[config.mk]
export PLATFORM = sky130hd
export DESIGN_NAME = ctsu_ctrl
export DESIGN_NICKNAME = d
export VERILOG_FILES = /design/src/sv/ctsu_pkg.sv /design/src/sv/ctsu_ctrl.sv
export SDC_FILE = /design/constraint.sdc
export NUM_CORES = 1
export LEC_CHECK = 0
export BUFFER_PORTS_ARGS = -buffer_cell sky130_fd_sc_hd__buf_4
export CAP_MARGIN = 20
export CORE_MARGIN = 3
export CORE_UTILIZATION = 36
export DETAILED_ROUTE_END_ITERATION = 6
export HOLD_SLACK_MARGIN = 0.12
export PLACE_DENSITY = 0.84
export SYNTH_ARGS = -nofsm -noshare
export SYNTH_HDL_FRONTEND = slang
export SYNTH_SLANG_ARGS = --single-unit
[constraint.sdc]
create_clock -name i_clk -period 2.56 [get_ports i_clk]
set_input_delay 0 -clock i_clk [delete_from_list [all_inputs] [get_ports i_clk]]
set_output_delay 0 -clock i_clk [all_outputs]
set_load 0.01 [all_outputs]
[src/sv/ctsu_pkg.sv]
// ctsu_pkg: shared types, codes and Q32.32 saturating helpers for the
// constant-coefficient tridiagonal solver. Depends on nothing.
`default_nettype none

package ctsu_pkg;

    localparam int VALUE_BITS = 64;
    localparam int FRAC_BITS  = 32;
    localparam int DIV_STEPS  = VALUE_BITS + FRAC_BITS;
    localparam int CFG_IDX_W  = 3;

    typedef logic [VALUE_BITS-1:0] t_value;

    // operation codes
    localparam logic OP_LOAD = 1'b0;
    localparam logic OP_READ = 1'b1;

    // result kinds and status
    localparam logic KIND_SOLVED     = 1'b0;
    localparam logic KIND_READ       = 1'b1;
    localparam logic STATUS_OK       = 1'b0;
    localparam logic STATUS_UNSTABLE = 1'b1;

    // configuration register indexes
    localparam logic [CFG_IDX_W-1:0] CFG_COEF_SUB       = 3'd0;
    localparam logic [CFG_IDX_W-1:0] CFG_COEF_DIAG      = 3'd1;
    localparam logic [CFG_IDX_W-1:0] CFG_COEF_SUPER     = 3'd2;
    localparam logic [CFG_IDX_W-1:0] CFG_LOWER_BOUNDARY = 3'd3;
    localparam logic [CFG_IDX_W-1:0] CFG_SIZE_IN_USE    = 3'd4;
    localparam logic [CFG_IDX_W-1:0] CFG_PIVOT_THRESH   = 3'd5;

    typedef struct packed {
        logic               operation;
        logic [10:0]        index;
        logic signed [63:0] rhs_value;
        logic               last;
    } t_in_item;

    typedef struct packed {
        logic               kind;
        logic               status;
        logic signed [63:0] solution_value;
    } t_out_item;

    typedef struct packed {
        logic in_take;
        logic fwd_init;
        logic mul_start;
        logic back;
        logic rhs_rd;
        logic take_mul;
        logic div_start;
        logic take_div;
        logic back_rd;
        logic fill_update;
        logic out_load;
        logic out_kind;
        logic out_status;
    } t_cmd;

    typedef struct packed {
        logic mul_done;
        logic div_done;
        logic pivot_low;
        logic row_last;
        logic i_zero;
    } t_stat;

    localparam t_value MAG_TOP = {1'b1, {(VALUE_BITS-1){1'b0}}};
    localparam t_value POS_MAX = {1'b0, {(VALUE_BITS-1){1'b1}}};

    function automatic t_value mag(input t_value v);
        return v[VALUE_BITS-1] ? t_value'(0) - v : v;
    endfunction

    // sign and magnitude back to two's complement, saturating
    function automatic t_value sat_make(input logic neg, input t_value m);
        if (neg) begin
            return (m > MAG_TOP) ? MAG_TOP : t_value'(0) - m;
        end
        return (m > POS_MAX) ? POS_MAX : m;
    endfunction

    // saturating a - b
    function automatic t_value sub_q(input t_value a, input t_value b);
        logic              sa;
        logic              sb;
        t_value            ma;
        t_value            mb;
        logic [VALUE_BITS:0] s;
        sa = a[VALUE_BITS-1];
        sb = ~b[VALUE_BITS-1];
        ma = mag(a);
        mb = mag(b);
        if (sa == sb) begin
            s = {1'b0, ma} + {1'b0, mb};
            return sat_make(sa, s[VALUE_BITS] ? '1 : s[VALUE_BITS-1:0]);
        end
        if (ma >= mb) begin
            return sat_make(sa, ma - mb);
        end
        return sat_make(sb, mb - ma);
    endfunction

endpackage

`default_nettype wire

[src/sv/ctsu_ctrl.sv]
// ctsu_ctrl: sequencer for loads, reads, forward elimination and back
// substitution. Depends on ctsu_pkg.
`default_nettype none

module ctsu_ctrl (
    input  wire logic               i_clk,
    input  wire logic               i_rst_n,
    input  wire logic               i_in_valid,
    input  wire ctsu_pkg::t_in_item i_in_item,
    output logic                    o_in_ready,
    output logic                    o_out_valid,
    input  wire logic               i_out_ready,
    input  wire ctsu_pkg::t_stat    i_stat,
    output ctsu_pkg::t_cmd          o_cmd
);

    typedef enum logic [9:0] {
        S_IDLE   = 10'b00_0000_0001,
        S_READ   = 10'b00_0000_0010,
        S_F_START = 10'b00_0000_0100,
        S_F_MUL  = 10'b00_0000_1000,
        S_F_CHK  = 10'b00_0001_0000,
        S_F_DIV  = 10'b00_0010_0000,
        S_B_RD   = 10'b00_0100_0000,
        S_B_MUL0 = 10'b00_1000_0000,
        S_B_MUL  = 10'b01_0000_0000,
        S_DONE   = 10'b10_0000_0000
    } t_state;

    t_state r_state;
    t_state n_state;
    logic   r_out_valid;
    logic   n_out_valid;
    logic   r_fail;
    logic   n_fail;
    logic   out_free;

    assign out_free    = !r_out_valid || i_out_ready;
    assign o_out_valid = r_out_valid;
    assign o_in_ready  = (r_state == S_IDLE);

    always_comb begin
        n_state     = r_state;
        n_fail      = r_fail;
        n_out_valid = r_out_valid && !i_out_ready;
        o_cmd       = '0;
        case (r_state)
            S_IDLE: begin
                if (i_in_valid) begin
                    o_cmd.in_take = 1'b1;
                    if (i_in_item.operation == ctsu_pkg::OP_READ) begin
                        n_state = S_READ;
                    end else if (i_in_item.last) begin
                        o_cmd.fwd_init = 1'b1;
                        n_state        = S_F_START;
                    end
                end
            end
            S_READ: begin
                if (out_free) begin
                    o_cmd.out_load   = 1'b1;
                    o_cmd.out_kind   = ctsu_pkg::KIND_READ;
                    o_cmd.out_status = ctsu_pkg::STATUS_OK;
                    n_out_valid      = 1'b1;
                    n_state          = S_IDLE;
                end
            end
            S_F_START: begin
                o_cmd.mul_start = 1'b1;
                o_cmd.rhs_rd    = 1'b1;
                n_state         = S_F_MUL;
            end
            S_F_MUL: begin
                if (i_stat.mul_done) begin
                    o_cmd.take_mul = 1'b1;
                    n_state        = S_F_CHK;
                end
            end
            S_F_CHK: begin
                if (i_stat.pivot_low) begin
                    n_fail  = 1'b1;
                    n_state = S_DONE;
                end else begin
                    o_cmd.div_start = 1'b1;
                    n_state         = S_F_DIV;
                end
            end
            S_F_DIV: begin
                if (i_stat.div_done) begin
                    o_cmd.take_div = 1'b1;
                    n_state        = i_stat.row_last ? S_B_RD : S_F_START;
                end
            end
            S_B_RD: begin
                o_cmd.back = 1'b1;
                if (i_stat.i_zero) begin
                    o_cmd.fill_update = 1'b1;
                    n_fail            = 1'b0;
                    n_state           = S_DONE;
                end else begin
                    o_cmd.back_rd = 1'b1;
                    n_state       = S_B_MUL0;
                end
            end
            S_B_MUL0: begin
                o_cmd.back      = 1'b1;
                o_cmd.mul_start = 1'b1;
                n_state         = S_B_MUL;
            end
            S_B_MUL: begin
                o_cmd.back = 1'b1;
                if (i_stat.mul_done) begin
                    o_cmd.take_mul = 1'b1;
                    n_state        = S_B_RD;
                end
            end
            S_DONE: begin
                if (out_free) begin
                    o_cmd.out_load   = 1'b1;
                    o_cmd.out_kind   = ctsu_pkg::KIND_SOLVED;
                    o_cmd.out_status = r_fail ? ctsu_pkg::STATUS_UNSTABLE
                                              : ctsu_pkg::STATUS_OK;
                    n_out_valid      = 1'b1;
                    n_state          = S_IDLE;
                end
            end
            default: begin
                n_state = S_IDLE;
            end
        endcase
    end

    always_ff @(posedge i_clk) begin
        if (!i_rst_n) begin
            r_state     <= S_IDLE;
            r_out_valid <= 1'b0;
            r_fail      <= 1'b0;
        end else begin
            r_state     <= n_state;
            r_out_valid <= n_out_valid;
            r_fail      <= n_fail;
        end
    end

    a_mul_done_expected: assert property (@(posedge i_clk) disable iff (!i_rst_n)
        i_stat.mul_done |-> (r_state == S_F_MUL || r_state == S_B_MUL))
        else $error("multiplier finished outside a multiply wait");

    a_div_done_expected: assert property (@(posedge i_clk) disable iff (!i_rst_n)
        i_stat.div_done |-> (r_state == S_F_DIV))
        else $error("divider finished outside a divide wait");

    a_result_then_idle: assert property (@(posedge i_clk) disable iff (!i_rst_n)
        (o_cmd.out_load) |=> (r_state == S_IDLE && r_out_valid))
        else $error("result loaded without returning to idle");

endmodule

`default_nettype wire

Word-level counts from Yosys, hierarchy flattened. Cells that the tools add are included.

Register bits: 12. Input port bits: 86. Output and inout bits: 15. Word-level logic and storage cells: 68.

Eq/ne operators: 18. Mux-type cells: 36. Reductions and logical operators: 11.

Operators with widths (number): $mux 10 (9); $pmux 10 s9 (1); $mux 1 (18); $ne 2x2->1 const B (6); $eq 10x1->1 const B (1); $eq 10x10->1 const B (1); $eq 10x2->1 const B (1); $eq 10x3->1 const B (1); $eq 10x4->1 const B (1); $eq 10x5->1 const B (1); $eq 10x6->1 const B (1); $eq 10x7->1 const B (1); $eq 10x8->1 const B (1); $eq 10x9->1 const B (1); $mux 7 (1); $mux 2 (3); $mux 3 (2); $pmux 3 s2 (1); $reduce_and 6->1 (1); $reduce_or 2->1 (3); $ne 3x3->1 const B (1); $reduce_and 3->1 (1); $reduce_or 3->1 (1); $logic_not 1->1 (2); 5 further kinds (5).

Depth between registers and ports, before layout. Gate-level depths: netlist of run 1.

Word-level depth: 4. Mapped depth: 6. Mapped depth without buffers: 5.

Least setup slack after synthesis of run 1. Ideal clock, no wire load.

Path kind: flip-flop to flip-flop. Start: register r_state[7]. End: register r_state[0]. Library setup time: 0.116 ns. Arrival time: 1.609 ns. Data required time: 2.444 ns. Setup slack: 0.836 ns. Stages on the path, launching flop included: 7. Path buffers: 1. Period minus slack after synthesis: 1.724 ns. Cells stage by stage: dfxtp_1 > buf_6 > or4_4 > nor2_2 > o21ai_1 > a211o_1 > a31o_1.

Cells in the longest elaborated chain, start to end: 4. Elaborated cells between the ends (all ways): 19. Those cells by class: eq/ne (16); mux (1); reduce/logical (2).

RTL lines: from (decl) (line ctsu_ctrl.sv:30) `t_state r_state;`; from (signal assigned) (line ctsu_ctrl.sv:139) `r_state <= n_state;`; $eq 10x10->1 / $eq 10x2->1 (equally long branches) (line ctsu_ctrl.sv:47) `case (r_state)`; $reduce_or 2->1 (no line); $ne 2x1->1 (no line); $reduce_and 6->1 (no line).

Parallel ways exist; a longest one is shown, timed or not. A chain may end at the register's enable or synchronous reset.

==> impl.org, run 1 <==
** Outcome
- The run finished with clean final reports.

** Yosys
- In the synthesized netlist the async set-or-reset flop fraction comes to 0.
- Number of enable flip-flop cells after synthesis :: 0
- The number of different library cells used by synthesis comes to 37.
- Synth warn :: 0
- Main combinational cell family by area after synthesis :: simple AND/OR/NAND/NOR gates
- Xor and xnor area share after synthesis :: 0.0383
- Simple-gate portion of the synthesized area :: 0.457
- Flop and latch count out of synthesis :: 12
- Of the post-synthesis cell area, the part taken by muxes is 0.
- Compound-cell area share of the yosys netlist :: 0.172
- Of the total synthesized cell area, the portion taken by full adders, half adders and majority gates is 0.
- After synthesis the cells add up to 915 um2.
- Synth top area share :: 0.263
- By count the netlist is led by 15 x sky130_fd_sc_hd__nand2_1, 12 x sky130_fd_sc_hd__dfxtp_1, 7 x sky130_fd_sc_hd__a21oi_1, 7 x sky130_fd_sc_hd__nor2_1.
- Sequential cell area fraction in the yosys report :: 0.263
- The average instance in the mapped netlist occupies 7.69 um2.
- In the synthesized netlist the dominant register cell turns out to be sky130_fd_sc_hd__dfxtp_1.
- Summed over all instances, the cell type with the most area after synthesis is sky130_fd_sc_hd__dfxtp_1.
- Top cells by area in the synthesized netlist :: sky130_fd_sc_hd__dfxtp_1 26%, sky130_fd_sc_hd__nand2_1 6.2%, sky130_fd_sc_hd__nor3b_1 4.1%
- Synthesis produced 119 cells.
- Counting every net in the synthesized netlist gives 205.
- Among all cell types in the netlist, the one instantiated most often is sky130_fd_sc_hd__nand2_1.

** Clocking
- Clock-pin slew was measured on the worst setup and hold paths at 0.09 ns.
- Num Clock Sinks :: 12
- Clock latency of the later-clocked register in the worst-skew pair :: 0.29 ns
- H-tree level count :: 1
- In this run the deepest clock path goes through 2 buffers.
- Number of cells upsized or downsized after cts :: 0
- CTS Buf Count :: 3
- CTS root buffer :: sky130_fd_sc_hd__clkbuf_4
- TritonCTS clock tree :: done

** Run
- Number of max-cap violations :: 0

** Drt
- Vias after detailed routing :: 991
- For this run, the detailed router's first-pass iteration total came to 4.
- Post-Route WL :: 2360 um
- Number of DRC markers after the initial detailed-route iteration :: 30
- After detailed routing, the number of vias per cell comes to 5.66.
- DR WL/cell :: 13.5 um
- Residual DRC :: 0
- Remaining number of nets flagged by the antenna check after routing :: 0

** Die
- The floorplan has 17 rows.
- Initial cell density of the core :: 0.394
- The die is 56.4 um tall.
- The floorplan step defined a die boundary enclosing 3180 um2.
- Core Box Area :: 2320 um2
- In this run the horizontal extent of the chip is 56.4 um.
- During I/O placement, the number of pins put on the boundary was 101.

** Setup path
- STA classifies the critical path endpoint as a primary output.
- Startpoint types :: flip-flop
- In this run the worst path has a maximum fanout of 10.
- Data arrives at the worst endpoint at 2.06 ns.
- For the worst setup path, the data required time is 2.56 ns.
- For flop-to-flop paths, the worst setup slack is 0.61 ns.
- Counting cells, the worst reg-to-reg path comes to 5.
- Critical path class :: flip-flop to primary output

** Global routing
- The first global-routing pass estimated 3840 um of wire.
- Summed over all layers, the global routing overflow is 0.
- Vias in the first global route :: 934
- In this run the most used layer during global routing was met2.
- Entering global routing, the biggest net connects 13 pins.
- In the global route stage, met3 resource usage came out at 0.0552.
- Initial antenna violation count :: 0
- In the global route stage, overall resource usage came out at 0.152.
- For this run, global-route usage on met2 was measured as 0.222.
- Met1 GRT Util :: 0.194

** Cells and area
- Number of inserted diodes :: 0
- Of the cells placed in the final design, the portion with a size suffix greater than 1 is 0.265.
- For this run, the post-layout net count is 234.
- From synthesis to final layout, the design area changed by 30.2%.
- Counting the fill cells in the layout gives 215.
- Once layout is done, the placed cells without fillers occupy 1190 um2.
- Measured on the finished design, the core utilization comes to 0.514.

** STA
- The smallest clock period supported by the final layout is computed as 2.06 ns.
- The number of max-slew violations in the final report was 0.
- Setup repair after global routing missed its margin :: false
- Final hold vios :: 0
- Worst slew pin tran :: 0.529 ns
- Across the routed clock network, the largest skew measured is 0.00419 ns.
- Headroom to the max-slew limit :: 0.644
- Maximum frequency from static timing analysis :: 485 MHz
- Setup tns final :: 0 ns
- Period utilization :: 0.806
- Number of setup violations in the final report :: 0

** Placed design
- Summed over all nets, the half-perimeter wirelength after detailed placement is 1720 um.
- Buffers placed on the I/O ports in this run total 25.
- RD Place Congestion :: 0.919
- Post-DP Area :: 1080 um2

** Pwr
- Overall power consumption after layout is estimated at 0.626 mW.
- IR Drop Worst-Case VDD :: 0.000585 V
- Summed over all cells, the static leakage comes to 0.498 nW.
- Power density of the placed cells :: 525 nW/um2

** Hold path
- The worst hold path passes through 6 cells.
- Worst hold path type :: input pin to flip-flop
==> per-stage QoR <==
step | cells | hold slack (ns) | setup WS (ns)
global route | 175 | 0.345 | 0.329
CTS | 175 | 0.310 | 0.494
global placement | 164 | 0.189 | 0.642
detailed placement | 164 | 0.197 | 0.616
floorplan | 119 | 0.0475 | 0.836
finish | 175 | 0.311 | 0.496
==> cell usage in the layout, fill, tap and decap left out, drive strengths merged, types with 5 or more instances in the layout <==
| master | n |
|---|---|
| dfxtp | 12 |
| buf | 25 |
| nor4 | 5 |
| or3 | 5 |
| nor2 | 8 |
| nand2 | 15 |
| o21ai | 6 |
| dlygate4sd3 | 7 |
| a21oi | 7 |
| nor3b | 5 |
| nor3 | 8 |
==> registers in the layout (all words and copies together), names as in the netlist <==
register	cells
o_out_valid	1
r_fail	1
r_state	10
==> layer usage <==
layer  routed length (um)  vias up
li1                     -      495
met1                 1060      449
met2                 1110       42
met3                  166        5
met4                   21        0
met5                    0        -
==> final cells by class <==
| type | instances | area [um2] | area share |
|---|---|---|---|
| inverters | 3 | 11.3 | 0.00945 |
| repair buffers | 32 | 258 | 0.216 |
| flip-flops and latches | 12 | 240 | 0.202 |
| well taps | 28 | 35.0 | 0.0294 |
| clock buffers | 4 | 36.3 | 0.0305 |
| multi-input cells | 96 | 611 | 0.513 |
==> path summary, 6_finish.rpt <==
path	startpoint	to
max	r_state[4]$_SDFFE_PN0P_	o_cmd[0]
min	i_in_item[0]	r_state[1]$_SDFFE_PN0P_
max reg2reg	r_state[4]$_SDFFE_PN0P_	r_state[4]$_SDFFE_PN0P_
min reg2reg	r_fail$_SDFFE_PN0P_	r_fail$_SDFFE_PN0P_
==> power breakdown <==
group / switching [mW] / internal [mW] / leakage [nW]
clock network: 0.0750 / 0.0866 / 0.0210
logic: 0.125 / 0.115 / 0.380
registers: 0.0267 / 0.198 / 0.0972
==> what timing repair did <==
action,in CTS,in global routing
hold buffers,7,0
setup buffers,0,0
endpoints found under the hold margin,11,0
==> cells by family after synthesis <==
| family | after synthesis |
|---|---|
| AO/OA/AOI/OAI | 22 |
| XOR/XNOR | 4 |
| buffers and inverters | 11 |
| flip-flops | 12 |
| AND/OR/NAND/NOR | 70 |
==> critical path: stages, from the launching register on <==
cell and delay [ns]:
sky130_fd_sc_hd__dfxtp_1 0.43, sky130_fd_sc_hd__or4_4 0.60, sky130_fd_sc_hd__nor3_2 0.30, sky130_fd_sc_hd__nand2_1 0.12, sky130_fd_sc_hd__nor3_1 0.18, sky130_fd_sc_hd__buf_4 0.15
No activity file was read; power rests on OpenSTA's default activity.
==> inputs of run 2 (changes only) <==
--- a/config.mk
+++ b/config.mk
@@ -5,13 +5,14 @@
 export SDC_FILE = /design/constraint.sdc
 export NUM_CORES = 1
 export LEC_CHECK = 0
+export ABC_AREA = 1
 export BUFFER_PORTS_ARGS = -buffer_cell sky130_fd_sc_hd__buf_4
 export CAP_MARGIN = 20
 export CORE_MARGIN = 3
-export CORE_UTILIZATION = 36
+export CORE_UTILIZATION = 33
 export DETAILED_ROUTE_END_ITERATION = 6
 export HOLD_SLACK_MARGIN = 0.12
-export PLACE_DENSITY = 0.84
+export PLACE_DENSITY = 0.79
 export SYNTH_ARGS = -nofsm -noshare
 export SYNTH_HDL_FRONTEND = slang
 export SYNTH_SLANG_ARGS = --single-unit
==> constraint.sdc (replaced) <==
create_clock -name i_clk -period 1.9 [get_ports i_clk]
set_input_delay 0 -clock i_clk [delete_from_list [all_inputs] [get_ports i_clk]]
set_output_delay 0 -clock i_clk [all_outputs]
set_load 0.01 [all_outputs]
==> impl.org, run 2 <==
** Outcome
- Run status: finished clean (unchanged).

** Cells and area
- # fillers :: 257 (was 215)
- Area used by multi-input combinational logic :: 517 um2 (was 611 um2)
- The net count reported at finish is 264 (was 234).
- The synthesis-to-layout area growth came to 37.1% (was 30.2%).
- Commonest cells after routing, fill and taps aside :: 29 x sky130_fd_sc_hd__nor2_1, 26 x sky130_fd_sc_hd__inv_1, 26 x sky130_fd_sc_hd__buf_4 (was 25 x sky130_fd_sc_hd__buf_4, 15 x sky130_fd_sc_hd__nand2_1, 12 x sky130_fd_sc_hd__dfxtp_1)
- Flip-flop count of the largest register, all copies and words added :: 10 (unchanged)
- The share of the core filled with cells in the final layout came to 0.479 (was 0.514).
- Number of inserted diodes :: 0 (unchanged)
- The share of cells above drive strength 1 came to 0.294 (was 0.265).
- Most common cell after layout, fill and taps aside :: sky130_fd_sc_hd__nor2_1 (was sky130_fd_sc_hd__buf_4)
- The largest register by flop count was r_state (unchanged).
- Area occupied by registers :: 240 um2 (unchanged)

** Drt
- The number of design rule violations left after detail routing came to 0 (unchanged).
- The DRC violation total after the first TritonRoute iteration came to 26 (was 30).
- Vias after detailed routing :: 970 (was 991)
- The detail-routed net length per standard cell is 10.5 um (was 13.5 um).
- Number of vias per cell :: 4.69 (was 5.66)
- The total wire length came to 2180 um (was 2360 um).
- Remaining number of nets flagged by the antenna check after routing :: 0 (unchanged)
- The first-pass detailed-route iteration total is 4 (unchanged).

** Placed design
- The number of port buffers was 25 (unchanged).
- Estimated wirelength of the detail-placed design :: 1700 um (was 1720 um)
- RD Place Congestion :: 0.895 (was 0.919)

** Yosys
- The net count after synthesis was 228 (was 205).
- The number of synthesis warnings is 0 (unchanged).
- The primary flip-flop cell chosen by synthesis mapping was sky130_fd_sc_hd__dfxtp_1 (unchanged).
- Flop and latch count out of synthesis :: 12 (unchanged)
- The number of enable-type register cells in the synthesized netlist was 0 (unchanged).
- Commonest cells post-synth :: 29 x sky130_fd_sc_hd__nor2_1, 26 x sky130_fd_sc_hd__inv_1, 20 x sky130_fd_sc_hd__nand2_1 (was 15 x sky130_fd_sc_hd__nand2_1, 12 x sky130_fd_sc_hd__dfxtp_1, 7 x sky130_fd_sc_hd__a21oi_1, 7 x sky130_fd_sc_hd__nor2_1)
- The fraction of the yosys area taken by sequential cells came to 0.275 (was 0.263).
- The post-synthesis async set-or-reset flop share is 0 (unchanged).
- Synth area leader :: sky130_fd_sc_hd__dfxtp_1 (unchanged)
- Mean instance size in the synthesized netlist :: 6.15 um2 (was 7.69 um2)
- The cell count after synthesis was 142 (was 119).
- Top cells by area in the synthesized netlist :: sky130_fd_sc_hd__dfxtp_1 28%, sky130_fd_sc_hd__nor2_1 12%, sky130_fd_sc_hd__inv_1 11% (was sky130_fd_sc_hd__dfxtp_1 26%, sky130_fd_sc_hd__nand2_1 6.2%, sky130_fd_sc_hd__nor3b_1 4.1%)
- The summed instance area of the synthesized netlist came to 873 um2 (was 915 um2).
- The share of the synthesized area in the top cell type was 0.275 (was 0.263).
- Dominant cell by count in the synthesized netlist :: sky130_fd_sc_hd__nor2_1 (was sky130_fd_sc_hd__nand2_1)
- The number of distinct library cell variants in the gate-level netlist after synthesis was 22 (was 37).

** STA
- The setup TNS was 0 ns (unchanged).
- The count of final setup violators is 0 (unchanged).
- The number of max-slew violations in the final report is 0 (unchanged).
- Based on the critical path, the design can be clocked at up to 596 MHz.
- Shortest clock period the worst path allows after layout :: 1.68 ns
- Clock Skews :: 0.0108 ns (was 0.00419 ns)
- Setup repair after global routing missed its margin: false (unchanged).
- The final hold slack was 0.269 ns (was 0.311 ns).
- The tightest slew margin relative to the limit came to 0.771 (was 0.644).
- Worst slew pin tran :: 0.342 ns (was 0.529 ns)
- In the finished design, the share of the clock period the worst path needs comes to 0.882.
- The number of hold violations in the final report was 0 (unchanged).

** Die
- The area of the die was 3300 um2 (was 3180 um2).
- The effective utilization at floorplan was 0.349 (was 0.394).
- Number of standard-cell rows in the floorplan :: 18 (was 17)
- The vertical die dimension is 57.4 um (was 56.4 um).
- Die X :: 57.4 um (was 56.4 um)
- I/O pin count :: 101 (unchanged)
- The placeable core region was 2500 um2 (was 2320 um2).

** Setup path
- Startpoint types :: flip-flop (unchanged)
- Critical Path Fanout Max :: 4 (was 10)
- Critical path class :: flip-flop to primary output (unchanged)
- Critical Path Sink Type :: primary output (unchanged)
- The arrival time at the worst endpoint is 1.68 ns (was 2.06 ns).
- Critical path data required time :: 1.90 ns (was 2.56 ns)

** Run
- Number of max-cap violations :: 0 (unchanged)

** Global routing
- Met1 GRT Util :: 0.192 (was 0.194)
- Initial antenna violation count :: 0 (unchanged)
- The global routing usage on met3 is 0.0498 (was 0.0552).
- The total routing usage reported by global routing came to 0.145 (was 0.152).
- The met2 global-route usage is 0.229 (was 0.222).
- The final global-route overflow total is 0 (unchanged).
- The wire length of the first global-routing pass came to 3680 um (was 3840 um).
- Vias in the first global route :: 885 (was 934)
- Pin count of the biggest net entering global routing :: 11 (was 13)
- Global-route layer with the greatest usage :: met2 (unchanged)

** Clocking
- CTS root buffer :: sky130_fd_sc_hd__clkbuf_4 (unchanged)
- TritonCTS clock tree :: done (unchanged)
- The worst-case clock buffer depth was 2 (unchanged).
- H-tree level count :: 1 (unchanged)
- The insertion delay of the later-clocked pin in the worst-skew pair is 0.28 ns (was 0.29 ns).
- CTS clock-pin slew for the worst setup and hold paths :: 0.09 ns (about the same)
- Num Clock Sinks :: 12 (unchanged)
- The post-CTS setup-driven buffer insertion count came to 0 (unchanged).
- CTS Buf Count :: 3 (unchanged)

** Pwr
- The total power density per cell area came to 1290 nW/um2 (was 525 nW/um2).
- Static leakage power :: 0.673 nW (was 0.498 nW)
- The total power draw came to 1.54 mW (was 0.626 mW).
- The maximum vdd drop is 0.000853 V (was 0.000585 V).

** Hold path
- Worst hold path type :: input pin to flip-flop (unchanged)
## run 2: what timing repair did
action	4_1_cts	5_1_grt
hold buffers	7	0
hold endpoints to repair	12	0
gates resized for setup	0	0
## run 2: routing by layer
| metal | part of all wire | vias up |
|---|---|---|
| met5 | 0 | - |
| met4 | 0.0055 | 0 |
| met3 | 0.092 | 2 |
| met2 | 0.42 | 34 |
| met1 | 0.49 | 416 |
| li1 | - | 518 |
## run 2: cell type report
class	count	share of cell area
inverter	27	0.0846
tap	30	0.0313
timing repair buffer	33	0.222
sequential	12	0.201
multi-input combinational	101	0.432
clock buffer	4	0.0303
## run 2: path summary, 6_finish.rpt
| path | slack, ns | to | start | depth (start not counted) |
|---|---|---|---|---|
| worst max register to register | 0.28 | r_state[9]$_SDFFE_PN0P_ | r_state[0]$_SDFFE_PN1P_ | 11 |
| worst max-delay path | 0.22 | o_cmd[11] | r_state[4]$_SDFFE_PN0P_ | 8 |
| worst min register to register | 0.52 | r_state[1]$_SDFFE_PN0P_ | r_state[1]$_SDFFE_PN0P_ | 2 |
| worst min-delay path | 0.27 | r_state[1]$_SDFFE_PN0P_ | i_in_item[0] | 6 |
## run 2: per-stage QoR
step | instance area, um2 | setup slack (ns) | instances
floorplan | 873 | 0.531 | 142
global placement | 1090 | 0.351 | 196
detailed placement | 1090 | 0.337 | 196
CTS | 1200 | 0.230 | 207
global route | 1200 | 0.0378 | 207
finish | 1200 | 0.223 | 207
## run 2: kinds of logic (layout without fill, tap and decap cells)
logic type / count (synthesis) / count (layout) / share of synthesized area
AND/OR/NAND/NOR: 87 / 87 / 0.504
flip-flops: 12 / 12 / 0.275
AO/OA/AOI/OAI: 14 / 14 / 0.0874
buffers and inverters: 29 / 64 / 0.133
## run 2: power breakdown
group	leakage (nW)	switching [mW]	internal [mW]
Clock	0.0210	0.0973	0.117
Combinational	0.554	0.599	0.355
Sequential	0.0975	0.0605	0.312
## run 2: worst max-delay path: stages, from the launching register on
cell                      delay, ns
sky130_fd_sc_hd__dfxtp_1       0.35
sky130_fd_sc_hd__nor2_4        0.17
sky130_fd_sc_hd__nand2_4       0.09
sky130_fd_sc_hd__nor2_1        0.17
sky130_fd_sc_hd__nand2_1       0.14
sky130_fd_sc_hd__inv_1         0.10
sky130_fd_sc_hd__nand2_1       0.09
sky130_fd_sc_hd__nor3_1        0.14
sky130_fd_sc_hd__buf_4         0.15
